File: src/rtl/core/touch_report_event_qualifier_top_macros.svh
// ----------------------------------------------------------------------------
// Touch report event qualifier assertion macros
// Concurrent assertion shorthands clocked on clk and quiet during rst.
// ----------------------------------------------------------------------------
`ifndef TOUCH_REPORT_EVENT_QUALIFIER_TOP_MACROS_SVH
`define TOUCH_REPORT_EVENT_QUALIFIER_TOP_MACROS_SVH

// Check a property at every rising clk edge outside reset.
`define TRE_ASSERT(label, prop, msg) \
  label: assert property (@(posedge clk) disable iff (rst) (prop)) else $error(msg);

// Check that a trigger implies a consequent in the following cycle.
`define TRE_ASSERT_NEXT(label, trig, cons, msg) \
  label: assert property (@(posedge clk) disable iff (rst) (trig) |=> (cons)) else $error(msg);

`endif

File: src/rtl/core/tre_pkg.sv
// ----------------------------------------------------------------------------
// Touch report event qualifier package
// Shared types and constants for the qualifier core and its divider.
// ----------------------------------------------------------------------------
`default_nettype none

package tre_pkg;

  // Position fields are panel pixels, 11 bits wide.
  localparam int POS_W = 11;
  // Divisor is a native maximum plus one: up to 65536.
  localparam int DIVISOR_W = 17;
  localparam int RAW_W = 16;
  localparam int DELAY_W = 10;

  localparam logic [DELAY_W-1:0] DELAY_MIN         = 10'd16;
  localparam logic [DELAY_W-1:0] DELAY_MAX         = 10'd100;
  localparam logic [DELAY_W-1:0] DELAY_STEP        = 10'd8;
  localparam logic [DELAY_W-1:0] DELAY_STATUS_FAIL = 10'd500;
  localparam logic [DELAY_W-1:0] DELAY_DATA_FAIL   = 10'd1000;

  localparam logic [1:0] RR_OK          = 2'd0;
  localparam logic [1:0] RR_STATUS_FAIL = 2'd1;
  localparam logic [1:0] RR_POINT_FAIL  = 2'd2;
  // spare code, handled like a point read failure
  localparam logic [1:0] RR_UNUSED      = 2'd3;

  localparam logic [1:0] REG_NATIVE_MAX_X   = 2'd0;
  localparam logic [1:0] REG_NATIVE_MAX_Y   = 2'd1;
  localparam logic [1:0] REG_MOVE_THRESHOLD = 2'd2;

  localparam int ST_READY_BIT = 7;
  localparam int ST_LARGE_BIT = 6;

  typedef enum logic [1:0] {
    EV_NONE = 2'd0,
    EV_DOWN = 2'd1,
    EV_MOVE = 2'd2,
    EV_UP   = 2'd3
  } event_kind_t;

  typedef struct packed {
    logic busy;
    logic done;
  } div_status_t;

endpackage

`default_nettype wire

File: src/rtl/core/tre_div.sv
// ----------------------------------------------------------------------------
// Iterative divider
// Restoring unsigned divider, one quotient bit per cycle, shared by both axes.
// ----------------------------------------------------------------------------
`default_nettype none

module tre_div #(
  parameter int DIVIDEND_W = 27
) (
  input  wire logic                             clk,
  input  wire logic                             rst,
  input  wire logic                             start,
  input  wire logic [DIVIDEND_W-1:0]            dividend,
  input  wire logic [tre_pkg::DIVISOR_W-1:0]    divisor,
  output logic      [DIVIDEND_W-1:0]            quotient,
  output tre_pkg::div_status_t                  status
);
  import tre_pkg::*;

  localparam int CNT_W = $clog2(DIVIDEND_W + 1);

  logic [DIVIDEND_W-1:0] dvd;
  logic [DIVISOR_W-1:0]  rem;
  logic [DIVISOR_W-1:0]  dsr;
  logic [CNT_W-1:0]      cnt;
  logic                  busy;
  logic                  done;

  logic [DIVISOR_W:0]    rem_shift;
  logic [DIVISOR_W:0]    diff;
  logic                  fits;

  always_comb begin
    rem_shift = {rem, dvd[DIVIDEND_W-1]};
    fits      = rem_shift >= {1'b0, dsr};
    diff      = rem_shift - {1'b0, dsr};
  end

  always_ff @(posedge clk) begin
    if (rst) begin
      busy <= 1'b0;
      done <= 1'b0;
      cnt  <= '0;
    end else begin
      done <= 1'b0;
      if (start) begin
        dvd  <= dividend;
        rem  <= '0;
        dsr  <= divisor;
        cnt  <= CNT_W'(DIVIDEND_W);
        busy <= 1'b1;
      end else if (busy) begin
        // quotient bits shift in where dividend bits shift out
        rem <= fits ? diff[DIVISOR_W-1:0] : rem_shift[DIVISOR_W-1:0];
        dvd <= {dvd[DIVIDEND_W-2:0], fits};
        cnt <= cnt - 1'b1;
        if (cnt == CNT_W'(1)) begin
          busy <= 1'b0;
          done <= 1'b1;
        end
      end
    end
  end

  assign quotient    = dvd;
  assign status.busy = busy;
  assign status.done = done;

endmodule

`default_nettype wire

File: src/rtl/core/touch_report_event_qualifier_top.sv
// ----------------------------------------------------------------------------
// Touch report event qualifier
// Scales and rotates the first touch point, qualifies down/move/up events
// and produces the adaptive poll interval.
// ----------------------------------------------------------------------------
//   channel | direction | handshake            | payload
//   in      | input     | in_valid / in_ready  | read_result .. point_size
//   out     | output    | out_valid / out_ready| event_kind .. next_poll_ms
//   cfg     | input     | cfg_write            | cfg_index, cfg_data
//
// A poll without point data passes S_CHECK and then S_OUT, where its result is registered.
// A touch poll runs both divisions through one divider, x first and then y,
// one quotient bit per cycle, before S_EVAL and S_OUT.
// One request is in flight; in_ready is low until its result is registered.
// The result register frees the input side while out_ready is held low.
// Synchronous reset clears touch state and out_valid, presets poll delay and config.
// ----------------------------------------------------------------------------
`default_nettype none

module touch_report_event_qualifier_top #(
  parameter int PANEL_WIDTH  = 1200,
  parameter int PANEL_HEIGHT = 1920
) (
  input  wire logic        clk,
  input  wire logic        rst,
  input  wire logic        cfg_write,
  input  wire logic [1:0]  cfg_index,
  input  wire logic [15:0] cfg_data,
  input  wire logic        in_valid,
  output logic             in_ready,
  input  wire logic [1:0]  read_result,
  input  wire logic [7:0]  status_byte,
  input  wire logic [15:0] raw_x,
  input  wire logic [15:0] raw_y,
  input  wire logic [3:0]  point_id,
  input  wire logic [15:0] point_size,
  output logic             out_valid,
  input  wire logic        out_ready,
  output logic [1:0]       event_kind,
  output logic [10:0]      out_x,
  output logic [10:0]      out_y,
  output logic [3:0]       out_id,
  output logic [15:0]      out_pressure,
  output logic [9:0]       next_poll_ms
);
  import tre_pkg::*;

  localparam int PANEL_MAX = (PANEL_WIDTH > PANEL_HEIGHT) ? PANEL_WIDTH : PANEL_HEIGHT;
  localparam int PROD_W    = RAW_W + $clog2(PANEL_MAX + 1);

  typedef enum logic [2:0] {
    S_IDLE,
    S_CHECK,
    S_DIVX,
    S_DIVY,
    S_EVAL,
    S_OUT
  } state_t;

  state_t state;

  logic [15:0] native_max_x;
  logic [15:0] native_max_y;
  logic [7:0]  move_threshold;

  logic             touching;
  logic [POS_W-1:0] last_pos_x;
  logic [POS_W-1:0] last_pos_y;
  logic [DELAY_W-1:0] poll_delay;

  logic [1:0]  rr_q;
  logic [7:0]  st_q;
  logic [15:0] rx_q;
  logic [15:0] ry_q;
  logic [3:0]  id_q;
  logic [15:0] sz_q;

  logic [POS_W-1:0] nx_q;
  logic [POS_W-1:0] ny_q;

  event_kind_t      res_kind;
  logic [POS_W-1:0] res_x;
  logic [POS_W-1:0] res_y;
  logic [3:0]       res_id;
  logic [15:0]      res_pr;

  logic                 div_start;
  logic [PROD_W-1:0]    div_dividend;
  logic [DIVISOR_W-1:0] div_divisor;
  logic [PROD_W-1:0]    div_quotient;
  div_status_t          div_stat;

  logic                 need_div;
  logic                 rel_hit;
  logic [PROD_W-1:0]    ny_full;
  logic [PROD_W-1:0]    nx_full;
  logic [DELAY_W:0]     delay_sum;
  logic [POS_W-1:0]     dx;
  logic [POS_W-1:0]     dy;
  logic                 moved;
  event_kind_t          rel_kind;
  logic [POS_W-1:0]     rel_x;
  logic [POS_W-1:0]     rel_y;

  assign in_ready = (state == S_IDLE);

  always_comb begin
    need_div = (rr_q == RR_OK) && st_q[ST_READY_BIT] && (st_q[3:0] != 4'd0)
               && !st_q[ST_LARGE_BIT];
    // an empty point list or a large contact releases the touch
    rel_hit  = (rr_q != RR_STATUS_FAIL) && st_q[ST_READY_BIT]
               && ((st_q[3:0] == 4'd0) || ((rr_q == RR_OK) && st_q[ST_LARGE_BIT]));
    div_start = ((state == S_CHECK) && need_div) || ((state == S_DIVX) && div_stat.done);

    // x goes first, y follows as soon as x finishes
    if (state == S_DIVX) begin
      div_dividend = PROD_W'(ry_q) * PROD_W'(PANEL_HEIGHT);
      div_divisor  = {1'b0, native_max_y} + DIVISOR_W'(1);
    end else begin
      div_dividend = PROD_W'(rx_q) * PROD_W'(PANEL_WIDTH);
      div_divisor  = {1'b0, native_max_x} + DIVISOR_W'(1);
    end

    // scaled x becomes logical y, clamped to the panel width
    ny_full = (div_quotient >= PROD_W'(PANEL_WIDTH)) ? PROD_W'(PANEL_WIDTH - 1) : div_quotient;
    // scaled y mirrors into logical x, floored at zero
    nx_full = (div_quotient >= PROD_W'(PANEL_HEIGHT)) ? '0
              : PROD_W'(PANEL_HEIGHT - 1) - div_quotient;

    delay_sum = {1'b0, poll_delay} + {1'b0, DELAY_STEP};

    dx = (nx_q > last_pos_x) ? nx_q - last_pos_x : last_pos_x - nx_q;
    dy = (ny_q > last_pos_y) ? ny_q - last_pos_y : last_pos_y - ny_q;
    moved = (dx > POS_W'(move_threshold)) || (dy > POS_W'(move_threshold));

    rel_kind = touching ? EV_UP : EV_NONE;
    rel_x    = touching ? last_pos_x : '0;
    rel_y    = touching ? last_pos_y : '0;
  end

  tre_div #(
    .DIVIDEND_W (PROD_W)
  ) u_div (
    .clk      (clk),
    .rst      (rst),
    .start    (div_start),
    .dividend (div_dividend),
    .divisor  (div_divisor),
    .quotient (div_quotient),
    .status   (div_stat)
  );

  always_ff @(posedge clk) begin
    if (rst) begin
      state          <= S_IDLE;
      out_valid      <= 1'b0;
      native_max_x   <= 16'd4095;
      native_max_y   <= 16'd4095;
      move_threshold <= 8'd4;
      touching       <= 1'b0;
      last_pos_x     <= '0;
      last_pos_y     <= '0;
      poll_delay     <= DELAY_MIN;
    end else begin
      if (cfg_write) begin
        case (cfg_index)
          REG_NATIVE_MAX_X:   native_max_x   <= cfg_data;
          REG_NATIVE_MAX_Y:   native_max_y   <= cfg_data;
          REG_MOVE_THRESHOLD: move_threshold <= cfg_data[7:0];
          default: ;
        endcase
      end

      // a result loaded in S_OUT keeps the register full
      if (out_valid && out_ready && (state != S_OUT)) begin
        out_valid <= 1'b0;
      end

      case (state)
        S_IDLE: begin
          if (in_valid) begin
            rr_q  <= read_result;
            st_q  <= status_byte;
            rx_q  <= raw_x;
            ry_q  <= raw_y;
            id_q  <= point_id;
            sz_q  <= point_size;
            state <= S_CHECK;
          end
        end
        S_CHECK: begin
          res_kind <= rel_hit ? rel_kind : EV_NONE;
          res_x    <= rel_hit ? rel_x : '0;
          res_y    <= rel_hit ? rel_y : '0;
          res_id   <= '0;
          res_pr   <= '0;
          state    <= need_div ? S_DIVX : S_OUT;
          if (rr_q == RR_STATUS_FAIL) begin
            poll_delay <= DELAY_STATUS_FAIL;
          end else if (!st_q[ST_READY_BIT]) begin
            // back off while the controller has nothing ready
            poll_delay <= (delay_sum > {1'b0, DELAY_MAX}) ? DELAY_MAX
                          : delay_sum[DELAY_W-1:0];
          end else if (st_q[3:0] == 4'd0) begin
            poll_delay <= DELAY_MIN;
            touching   <= 1'b0;
            last_pos_x <= '0;
            last_pos_y <= '0;
          end else if (rr_q != RR_OK) begin
            poll_delay <= DELAY_DATA_FAIL;
          end else if (st_q[ST_LARGE_BIT]) begin
            // large contact counts as a release
            poll_delay <= DELAY_MIN;
            touching   <= 1'b0;
            last_pos_x <= '0;
            last_pos_y <= '0;
          end else begin
            poll_delay <= DELAY_MIN;
          end
        end
        S_DIVX: begin
          if (div_stat.done) begin
            ny_q  <= ny_full[POS_W-1:0];
            state <= S_DIVY;
          end
        end
        S_DIVY: begin
          if (div_stat.done) begin
            nx_q  <= nx_full[POS_W-1:0];
            state <= S_EVAL;
          end
        end
        S_EVAL: begin
          res_kind   <= (touching && moved) ? EV_MOVE : EV_DOWN;
          res_x      <= nx_q;
          res_y      <= ny_q;
          res_id     <= id_q;
          res_pr     <= sz_q;
          touching   <= 1'b1;
          last_pos_x <= nx_q;
          last_pos_y <= ny_q;
          state      <= S_OUT;
        end
        S_OUT: begin
          // hold until the result register is free
          if (!out_valid || out_ready) begin
            event_kind   <= res_kind;
            out_x        <= res_x;
            out_y        <= res_y;
            out_id       <= res_id;
            out_pressure <= res_pr;
            next_poll_ms <= poll_delay;
            out_valid    <= 1'b1;
            state        <= S_IDLE;
          end
        end
        default: state <= S_IDLE;
      endcase
    end
  end

`include "touch_report_event_qualifier_top_macros.svh"

  `TRE_ASSERT(a_div_start_idle, !(div_start && div_stat.busy), "divider restarted while busy")
  `TRE_ASSERT(a_div_done_state,
              !div_stat.done || state == S_DIVX || state == S_DIVY,
              "divider done outside a divide step")
  `TRE_ASSERT_NEXT(a_busy_after_accept, in_valid && in_ready, !in_ready,
                   "request taken while a request is in flight")
  `TRE_ASSERT(a_delay_range,
              !out_valid || (next_poll_ms >= DELAY_MIN && next_poll_ms <= DELAY_DATA_FAIL),
              "poll delay out of range")

endmodule

`default_nettype wire
File: config.mk
export PLATFORM = sky130hd
export DESIGN_NAME = touch_report_event_qualifier_top
export DESIGN_NICKNAME = d
export VERILOG_FILES = /design/src/rtl/core/tre_pkg.sv /design/src/rtl/core/tre_div.sv /design/src/rtl/core/touch_report_event_qualifier_top.sv
export VERILOG_INCLUDE_DIRS = /design/src /design/src/rtl/core
export SDC_FILE = /design/constraint.sdc
export NUM_CORES = 1
export LEC_CHECK = 0
export ABC_CLOCK_PERIOD_IN_PS = 16600
export BUFFER_PORTS_ARGS = -buffer_cell sky130_fd_sc_hd__buf_2
export CAP_MARGIN = 20
export CELL_PAD_IN_SITES_DETAIL_PLACEMENT = 0
export CELL_PAD_IN_SITES_GLOBAL_PLACEMENT = 1
export CORE_MARGIN = 2
export CORE_UTILIZATION = 53
export CTS_CLUSTER_SIZE = 10
export DETAILED_ROUTE_END_ITERATION = 12
export GPL_TIMING_DRIVEN = 0
export PLACE_DENSITY = 0.87
export SKIP_LAST_GASP = 1
export SLEW_MARGIN = 40
export SYNTH_ARGS = -nofsm -noshare
export SYNTH_HDL_FRONTEND = slang
export SYNTH_SLANG_ARGS = --single-unit
export TNS_END_PERCENT = 10
File: constraint.sdc
create_clock -name clk -period 16.6 [get_ports clk]
set_input_delay 4.98 -clock clk [delete_from_list [all_inputs] [get_ports clk]]
set_output_delay 4.98 -clock clk [all_outputs]
set_load 0.01 [all_outputs]
# Yosys cells after proc, flatten, opt, wreduce, memory -nomap -nowiden
# Cells that the tools add are included.
[word_totals]
regBits = 327
in_bits = 85
[classes]
addsub = 10
mul = 2
n_lt_le_gt_ge = 8
n_eq_ne = 19
muxes = 53
n_bitwise = 2
reduce_logical = 39
[ops]
columns = ["op", "n"]
rows = [
  ["$mux W11", 11],
  ["$pmux W11 S2", 4],
  ["$mux W27", 3],
  ["$ge A27 B11 Y1 const B", 2],
  ["$mux W17", 3],
  ["$mux W10", 5],
  ["$sub A11 B11 Y11", 4],
  ["$add A16 B1 Y17 const B", 2],
  ["$pmux W16 S2", 1],
  ["$mul A16 B7 Y23 const B", 1],
  ["$gt A11 B11 Y1", 2],
  ["$gt A11 B8 Y1", 2],
  ["$mul A16 B4 Y20 const B", 1],
  ["$ge A18 B17 Y1", 1],
  ["$pmux W3 S6", 1],
  ["$sub A17 B17 Y17", 1],
  ["$mux W3", 5],
  ["$mux W1", 12],
  ["$reduce_and A2 Y1", 6],
  ["$reduce_and A3 Y1", 4],
  ["$add A10 B4 Y11 const B", 1],
  ["$gt A11 B7 Y1 const B", 1],
  ["$logic_and A1 B1 Y1", 11],
  ["$sub A11 B11 Y11 const A", 1],
  ["other kinds (27)", 48],
]

# Depth between registers and ports, before layout
# Gate-level depths: netlist of the first run.
[logic_depth]
depth_word = 8
mapped_depth = 23

# Modules after synthesis
# Synthesis of the first run repeated with hierarchy kept, for this count alone.
[hier_totals]
cells_unflattened = 1807
area_unflattened_um2 = 19497.4
[by_module_without_submodules]
columns = ["module", "instances", "cells_each", "area_each_um2"]
rows = [
  ["touch_report_event_qualifier_top", 1, 1497, 15683.8],
  ["tre_div", 1, 310, 3813.7],
]

# Worst setup path before layout of the first run
# OpenSTA, ideal clock, no wires.
[synth_path]
kind = "input-to-reg"
from = "input rst"
to = "register event_kind[0], enable pin"
setup_time_ps = 537
arrival_time_ps = 9169
t_required_ps = 16063
slack_ps = 6894
path_stages = 3
cell_sequence = "clkbuf_1 clkbuf_1 nor3b_1"
[synth_via]
elab_chain_cells = 2
[synth_rtl]
columns = ["element", "line", "text"]
rows = [
  ["start, declared", "touch_report_event_qualifier_top.sv:25", "input wire logic rst,"],
  ["$not A1 Y1 (no line)", "n/a", ""],
  ["$reduce_and A3 Y1 (no line)", "n/a", ""],
  ["end signal, assigned", "touch_report_event_qualifier_top.sv:247", "event_kind <= res_kind;"],
  ["end, declared", "touch_report_event_qualifier_top.sv:39", "output logic [1:0] event_kind,"],
]
# No other way between the ends.
# A chain may end at the register's enable or synchronous reset.

# Final worst setup path of the first run
[layout_path]
from = "input rst"
to = "register out_pressure[0], enable pin"
[layout_via]
elab_chain_cells = 2
[layout_rtl]
columns = ["element", "line", "text"]
rows = [
  ["$not A1 Y1 (no line)", "n/a", ""],
  ["$reduce_and A3 Y1 (no line)", "n/a", ""],
  ["end signal, assigned", "touch_report_event_qualifier_top.sv:251", "out_pressure <= res_pr;"],
  ["end, declared", "touch_report_event_qualifier_top.sv:43", "output logic [15:0] out_pressure,"],
]
# No other way between the ends.

==> results.ini, run 1 <==
[yosys]
synth_edf_count=239
syn-cell-area_mm2=0.0190
synthMostInstantiatedCell=edfxtp_1
ys_seq_elements=321
yosysWarnings=0
avgSynthCellArea_um2=10.6
yosys-top-cells-count=239 x edfxtp_1, 173 x inv_1, 166 x ha_1, 150 x nand2_1, 145 x nor2_1
async_flop_share_pct=0
ys_seq_area_share_pct=46.3
synth_cell_types=81
synthFlopType=edfxtp_1
synth_area_leaders=edfxtp_1 38%, ha_1 11%, dfxtp_1 8.6%
synth_area_leader_cell=edfxtp_1
yosysTopAreaCellShare_pct=37.7
syn-instance-count=1800

[sta]
finalHoldViolCount=0
fin_skew_ps=15.1
tightestPinTransition_ps=808
slew_violations=0
finalSetupViolations=0
fin_setup_tns_ps=0
fin_crit_sh_pct=43.5
period_needed_ps=7220
grt_setup_unrepaired=false
final.setup.worst_slack_ps=9380
slew_headroom_pct=46.2
fmax_mhz=139

[run_status]
status=finished clean

[critical_path]
reg2regPathDepth=20
cp.arrival_ps=7490
ff2ff_setup_slack_ps=10980
worstReg2RegEnd=res_kind[1]$_DFFE_PP_
r2r_start=last_pos_x[1]$_SDFFE_PP0P_
startpoint=rst
critical_path_class=in2reg
crit_end=out_pressure[0]$_DFFE_PP_
end_kind=flop
worst-endpoint-required_ps=16870
cp_max_fo=10
crit_path_start_kind=input port

[route]
viasPerCell=5.57
first_pass_iters=5
dr.first_iter.drc_count=880
routed_wirelength_um=43700
drc=0
wl_per_cell_um=17.6
ant_nets=0
vias=13800

[global_routing]
grt_pass1_vias=13900
grt_max_degree=32
grt_pass1_wl_um=70900
antenna_found_initial=0
grt_usage_pct=23.4
grt_remaining_overflow=0

[cts]
clock_sinks=321
hold_buffers=0
htreeDepth=2
post_cts_buffers=0
clk_pin_slew_ps=50
cts_made_buffers=39
clk_latency_ps=570
ctsResizeCount=0
cts_tree=yes
cts_buffer_depth=3
ctsRootBufferMaster=clkbuf_16

[worst_hold_path]
hp-class=reg2reg

[place]
gp_congestion=0.913
portBuffers=135
hpwl_um=33500
dp_slack_ps=8770

[finish]
fillers=2947
drive_gt1_share_pct=12.5
multi_input_area_mm2=0.00932
area_growth_pct=13.9
num-nets-final=2298
utilization_pct=61.1
antenna_cells=0
regArea_mm2=0.00882

[floorplan]
fp.dieW_um=194
die-area_mm2=0.0375
core.rowCount=69
start_util_pct=53.7
fp.dieH_um=194
io_pins=141
core_mm2=0.0355

[run]
cap_violations=0

[pwr]
ir_drop_mv=0.0990
power.leakage_uw=0.00901
power.density_mw_per_mm2=102
totalPowerFinal_uw=2210

## sequential cells by signal, summed over array words and instances (netlist names), 11 cells and up
signal,count
u_div.quotient,27
u_div.dsr,17
u_div.rem,17
native_max_x,16
native_max_y,16
out_pressure,16
res_pr,16
rx_q,16
ry_q,16
sz_q,16
last_pos_x,11
last_pos_y,11
nx_q,11
ny_q,11
out_x,11
out_y,11
res_x,11
res_y,11
## cell type report
type / count / share of cell area [%]
Multi-Input combinational cell: 1240 / 43.0
Sequential cell: 321 / 40.7
Clock inverter: 7 / 0.346
Buffer: 67 / 1.43
Tap cell: 461 / 2.66
Timing Repair Buffer: 148 / 3.95
Clock buffer: 65 / 5.00
Inverter: 173 / 2.99
## cell families (layout without fill, tap and decap cells)
family,Yosys count,count (layout),synth area share (%)
and+or+nand+nor,513,513,12.9
DFF,321,321,46.3
other,1,2,0.0197
AOI/OAI and AO/OA,379,379,12.8
adders and majority gates,223,223,16.9
xor gates and xnor gates,77,77,3.54
buffers and inverters,240,460,5.03
muxes,46,46,2.45
## where the power goes
part	switching [µW]	internal, µW	total, µW	leakage, µW
clock network	328	449	777	0.000553
logic	301	212	513	0.00559
registers	23.5	901	925	0.00286
total	653	1560	2210	0.00901
## cells in the final DEF (no fill, tap or decap), types with 23 or more instances in the layout
cell and count:
a21oi_1 114, a22oi_1 24, and2_1 25, buf_2 148
clkbuf_1 69, clkbuf_16 39, dfxtp_1 82, edfxtp_1 239
fa_1 57, ha_1 166, inv_1 173, mux2i_1 41
nand2_1 150, nand2b_1 23, nand3_1 44, nor2_1 142
nor2b_1 26, o21ai_0 86, xnor2_1 47, xor2_1 30
## metrics by stage
step | hold WS, ps | cells | cell area (µm²)
2_1_floorplan | 400 | 1801 | 19000
3_3_place_gp | 402 | 2397 | 20300
3_5_place_dp | 405 | 2410 | 20500
4_1_cts | 417 | 2482 | 21700
5_1_grt | 420 | 2482 | 21700
6_report | 416 | 2482 | 21700
## how the worst min path moves through the flow
stage	from	endpoint	slack [ps]	cells past startpoint
2_1_floorplan	res_kind[0]$_DFFE_PP_	event_kind[0]$_DFFE_PP_	400	0
6_report	res_pr[1]$_SDFFCE_PN0P_	out_pressure[1]$_DFFE_PP_	420	0
5_1_grt	res_id[3]$_SDFFCE_PN0P_	out_id[3]$_DFFE_PP_	420	0
4_1_cts	res_id[3]$_SDFFCE_PN0P_	out_id[3]$_DFFE_PP_	420	0
3_3_place_gp	res_id[2]$_SDFFCE_PN0P_	out_id[2]$_DFFE_PP_	400	0
3_5_place_dp	res_pr[1]$_SDFFCE_PN0P_	out_pressure[1]$_DFFE_PP_	400	0
## critical path: stages
cell and delay, ps:
clkbuf_1 200, clkbuf_1 340, nor3b_2 450, buf_4 250, buf_4 190, buf_2 230
buf_4 200, buf_4 190, buf_2 250, buf_4 190
## per-layer routing
layer | vias to the layer above | share of wire [%] | GRT usage (%)
met1 | 6664 | 43 | 29.5
met5 | - | 0 | 0
met2 | 325 | 51 | 41.4
li1 | 6777 | - | -
met4 | 0 | 2.8 | 8.09
met3 | 71 | 4.0 | 2.91
No activity file was read; power rests on OpenSTA's default activity.
==> run 2, diff against run 1 <==
- ABC_CLOCK_PERIOD_IN_PS: 16600 -> 7500
- CORE_UTILIZATION: 53 -> 49
- PLACE_DENSITY: 0.87 -> 0.81
- clock period: 16.6 -> 7.5 ns (I/O delays scaled with it)
==> results.ini, run 2 (same netlist as run 1, synthesis figures left out) <==
[cts]
cts_buffer_depth=3
cts_tree=yes
ctsRootBufferMaster=clkbuf_16
cts_made_buffers=38
clk_pin_slew_ps=50
hold_buffers=0
post_cts_buffers=0
clk_latency_ps=560
clock_sinks=321
ctsResizeCount=0
htreeDepth=2

[global_routing]
grt_usage_pct=22.0
grt_max_degree=33
grt_pass1_vias=13700
grt_remaining_overflow=0
grt_pass1_wl_um=70900
antenna_found_initial=0

[sta]
grt_setup_unrepaired=false
period_needed_ps=5710
slew_headroom_pct=44.3
fin_skew_ps=23.3
slew_violations=0
tightestPinTransition_ps=835
fmax_mhz=175
finalHoldViolCount=0
finalSetupViolations=0
whs_ps=416
fin_crit_sh_pct=76.1

[finish]
largest_reg_flops=27
final_cell_mix=239 x edfxtp_1, 173 x inv_1, 166 x ha_1
drive_gt1_share_pct=12.2
area_growth_pct=14.1
fillers=3371
regArea_mm2=0.00882
fin_cells=2536
antenna_cells=0
multi_input_area_mm2=0.00933
num-nets-final=2297
final_common_cell=edfxtp_1
utilization_pct=56.5

[place]
dp.cells=2467
gp_congestion=0.903
hpwl_um=33900
portBuffers=135

[critical_path]
cp.arrival_ps=6010
cp_max_fo=10
worst-endpoint-required_ps=7800
crit_path_start_kind=flop
critical_path_class=reg2reg
end_kind=flop

[floorplan]
start_util_pct=49.5
core.rowCount=72
die-area_mm2=0.0405
fp.dieW_um=201
io_pins=141
core_mm2=0.0385
fp.dieH_um=201

[pwr]
totalPowerFinal_uw=4880
power.leakage_uw=0.00899
ir_drop_mv=0.188
power.density_mw_per_mm2=224

[route]
first_pass_iters=5
vias=13700
ant_nets=0
routed_wirelength_um=43800
viasPerCell=5.39
dr.first_iter.drc_count=846
drc=0
wl_per_cell_um=17.3

[run]
cap_violations=0

[worst_hold_path]
hp-class=reg2reg

[run_status]
status=finished clean

==> run 2: final cells by class <==
type | instances | area share [%]
Tap cell | 518 | 2.98
Buffer | 67 | 1.42
Sequential cell | 321 | 40.6
Timing Repair Buffer | 148 | 3.93
Inverter | 173 | 2.99
Clock buffer | 66 | 4.91
Clock inverter | 3 | 0.288
Multi-Input combinational cell | 1240 | 42.9
==> run 2: layer usage <==
metal / GRT usage [%] / wire (µm) / vias up
li1: - / - / 6752
met1: 27.6 / 18800 / 6527
met2: 38.0 / 21400 / 317
met3: 3.60 / 2100 / 83
met4: 8.52 / 1600 / 0
met5: 0 / 0 / -
==> run 2: power by group <==
part	switching, µW	internal [µW]	total [µW]
logic	663	469	1130
clock network	728	969	1700
registers	51.5	1990	2050
==> run 2: final timing paths <==
path	start	to	slack (ps)	cells after the start
setup / recovery	last_pos_x[1]$_SDFFE_PP0P_	res_kind[1]$_DFFE_PP_	1790	20
hold / removal	res_y[1]$_DFFE_PP_	out_y[1]$_DFFE_PP_	420	0
setup reg to reg	last_pos_x[1]$_SDFFE_PP0P_	res_kind[1]$_DFFE_PP_	1790	20
hold reg to reg	res_y[1]$_DFFE_PP_	out_y[1]$_DFFE_PP_	420	0
==> run 2: through the flow <==
step / TNS [ps] / worst slack (ps) / cell area, µm²
6_report: 0 / 1790 / 21700
2_1_floorplan: 0 / 524 / 19000
3_5_place_dp: 0 / 1830 / 20600
5_1_grt: 0 / 1480 / 21700
3_3_place_gp: -73410 / -1420 / 20400
4_1_cts: 0 / 1790 / 21700
==> run 2: critical path: stages (launching register included) <==
cell and delay (ps):
dfxtp_1 440, inv_1 120, ha_1 330, nor2b_1 130, o21ai_0 120, o221ai_1 300, a21oi_1 200, o21ai_0 600
buf_2 370, a211oi_1 80, a21oi_1 160, xor2_1 400, ha_1 360, a211o_1 320, nor4_1 230, o32ai_1 220
a2111oi_0 430, nand4_1 180, o41ai_1 100, a21oi_1 130, or2_1 240
==> run 3, diff against run 2 <==
- ABC_CLOCK_PERIOD_IN_PS: 7500 -> 5960
- clock period: 7.5 -> 5.96 ns (I/O delays scaled with it)
==> results.ini, run 3 (same netlist as run 1, synthesis figures left out) <==
[cts]
htreeDepth=2
clk_latency_ps=560
cts_buffer_depth=3
clk_pin_slew_ps=50
hold_buffers=0
post_cts_buffers=0
ctsRootBufferMaster=clkbuf_16
clock_sinks=321
ctsResizeCount=0
cts_made_buffers=40
cts_tree=yes

[route]
drc=0
ant_nets=0
dr.first_iter.drc_count=668
vias=13600
viasPerCell=5.37
wl_per_cell_um=17.3
routed_wirelength_um=43800
first_pass_iters=7

[finish]
drive_gt1_share_pct=12.5
antenna_cells=0
area_growth_pct=14.4
regArea_mm2=0.00882
final_cell_mix=239 x edfxtp_1, 173 x inv_1, 166 x ha_1
final_common_cell=edfxtp_1
largest_reg_flops=27
num-nets-final=2296
multi_input_area_mm2=0.00933
fillers=3362
utilization_pct=56.6

[pwr]
power.leakage_uw=0.00901
ir_drop_mv=0.238
power.density_mw_per_mm2=286

[global_routing]
antenna_found_initial=0
grt_max_degree=33
grt_pass1_vias=13700
use_met2_pct=37.8
grt_remaining_overflow=0
grt_util_met3_pct=3.50
grtUsageMet1_pct=27.2
grt_usage_pct=21.9
gr-max-usage-layer=met2
grt_pass1_wl_um=70800

[floorplan]
die-area_mm2=0.0405
core_mm2=0.0385
start_util_pct=49.5
core.rowCount=72
fp.dieH_um=201
fp.dieW_um=201
io_pins=141

[sta]
fmax_mhz=180
period_needed_ps=5570
slew_headroom_pct=47.5
whs_ps=415
tightestPinTransition_ps=787
fin_crit_sh_pct=93.4
finalSetupViolations=0
finalHoldViolCount=0
slew_violations=0
fin_skew_ps=11.2
grt_setup_unrepaired=false

[critical_path]
end_kind=flop
crit_path_start_kind=flop
crit_path_frequent_cell=a21oi_1
cp_max_fo=10
cpMaxStageDelayCell=dfxtp_1
crit_path_cell_trace=inv_1 -> ha_1 -> nor2b_1 -> o21ai_0 -> o221ai_1 -> a21oi_1 -> o21ai_1 -> buf_2 -> a211oi_1 -> a21oi_1 -> xor2_1 -> ha_1 -> a211o_1 -> nor4_1 -> o32ai_1 -> a2111oi_1 -> nand4_1 -> o41ai_1 -> a21oi_1 -> or2_1
cp.arrival_ps=5870
critical_path_class=reg2reg
worst-endpoint-required_ps=6260
cp_top_family=compound AO/OA/AOI/OAI gates
cp_num_buf_inv=2
critical-path-max-stage-delay_ps=440

[place]
hpwl_um=34100
gp_congestion=0.893
portBuffers=135

[run_status]
status=finished clean

[run]
cap_violations=0

[worst_hold_path]
hp-class=reg2reg

run 3: changes by cell type in the layout (fill, tap and decap cells not counted), sizes merged:
cell	before	now
buf	168	165
clkinv	3	6
inv	173	175
clkbuf	113	112
clkinvlp	0	1
run 3: routing by layer:
layer,vias up,routed length (µm)
met3,96,1730
met4,0,1920
met1,6486,18800
met5,-,0
met2,291,21300
li1,6753,-
run 3: final cells by class:
cell class / instances / area share [%]
Clock buffer: 65 / 5.21
Inverter: 173 / 2.98
Tap cell: 518 / 2.98
Timing Repair Buffer: 145 / 3.72
Buffer: 67 / 1.42
Sequential cell: 321 / 40.5
Clock inverter: 9 / 0.345
Multi-Input combinational cell: 1240 / 42.9
run 3: final timing paths:
path | startpoint | endpoint | slack, ps | depth (start not counted)
hold reg to reg | res_pr[10]$_SDFFCE_PN0P_ | out_pressure[10]$_DFFE_PP_ | 410 | 0
setup / recovery | last_pos_x[1]$_SDFFE_PP0P_ | res_kind[1]$_DFFE_PP_ | 390 | 20
hold / removal | res_pr[10]$_SDFFCE_PN0P_ | out_pressure[10]$_DFFE_PP_ | 410 | 0
setup reg to reg | last_pos_x[1]$_SDFFE_PP0P_ | res_kind[1]$_DFFE_PP_ | 390 | 20
run 3: power breakdown:
group / total [µW] / switching, µW / internal (µW)
clock network: 2220 / 915 / 1310
registers: 2580 / 65.0 / 2510
logic: 1430 / 838 / 590
total: 6230 / 1820 / 4410
run 3: metrics by stage:
step	cell area (µm²)	cells	worst slack, ps	setup TNS [ps]	total power [µW]
global route	21800	2538	71.6	0	6580
CTS	21800	2538	175	0	6300
detailed placement	20600	2464	217	0	4050
finish	21800	2538	391	0	6230
global placement	20400	2454	-332	-19390	4010
floorplan	19100	1801	1180	0	3660
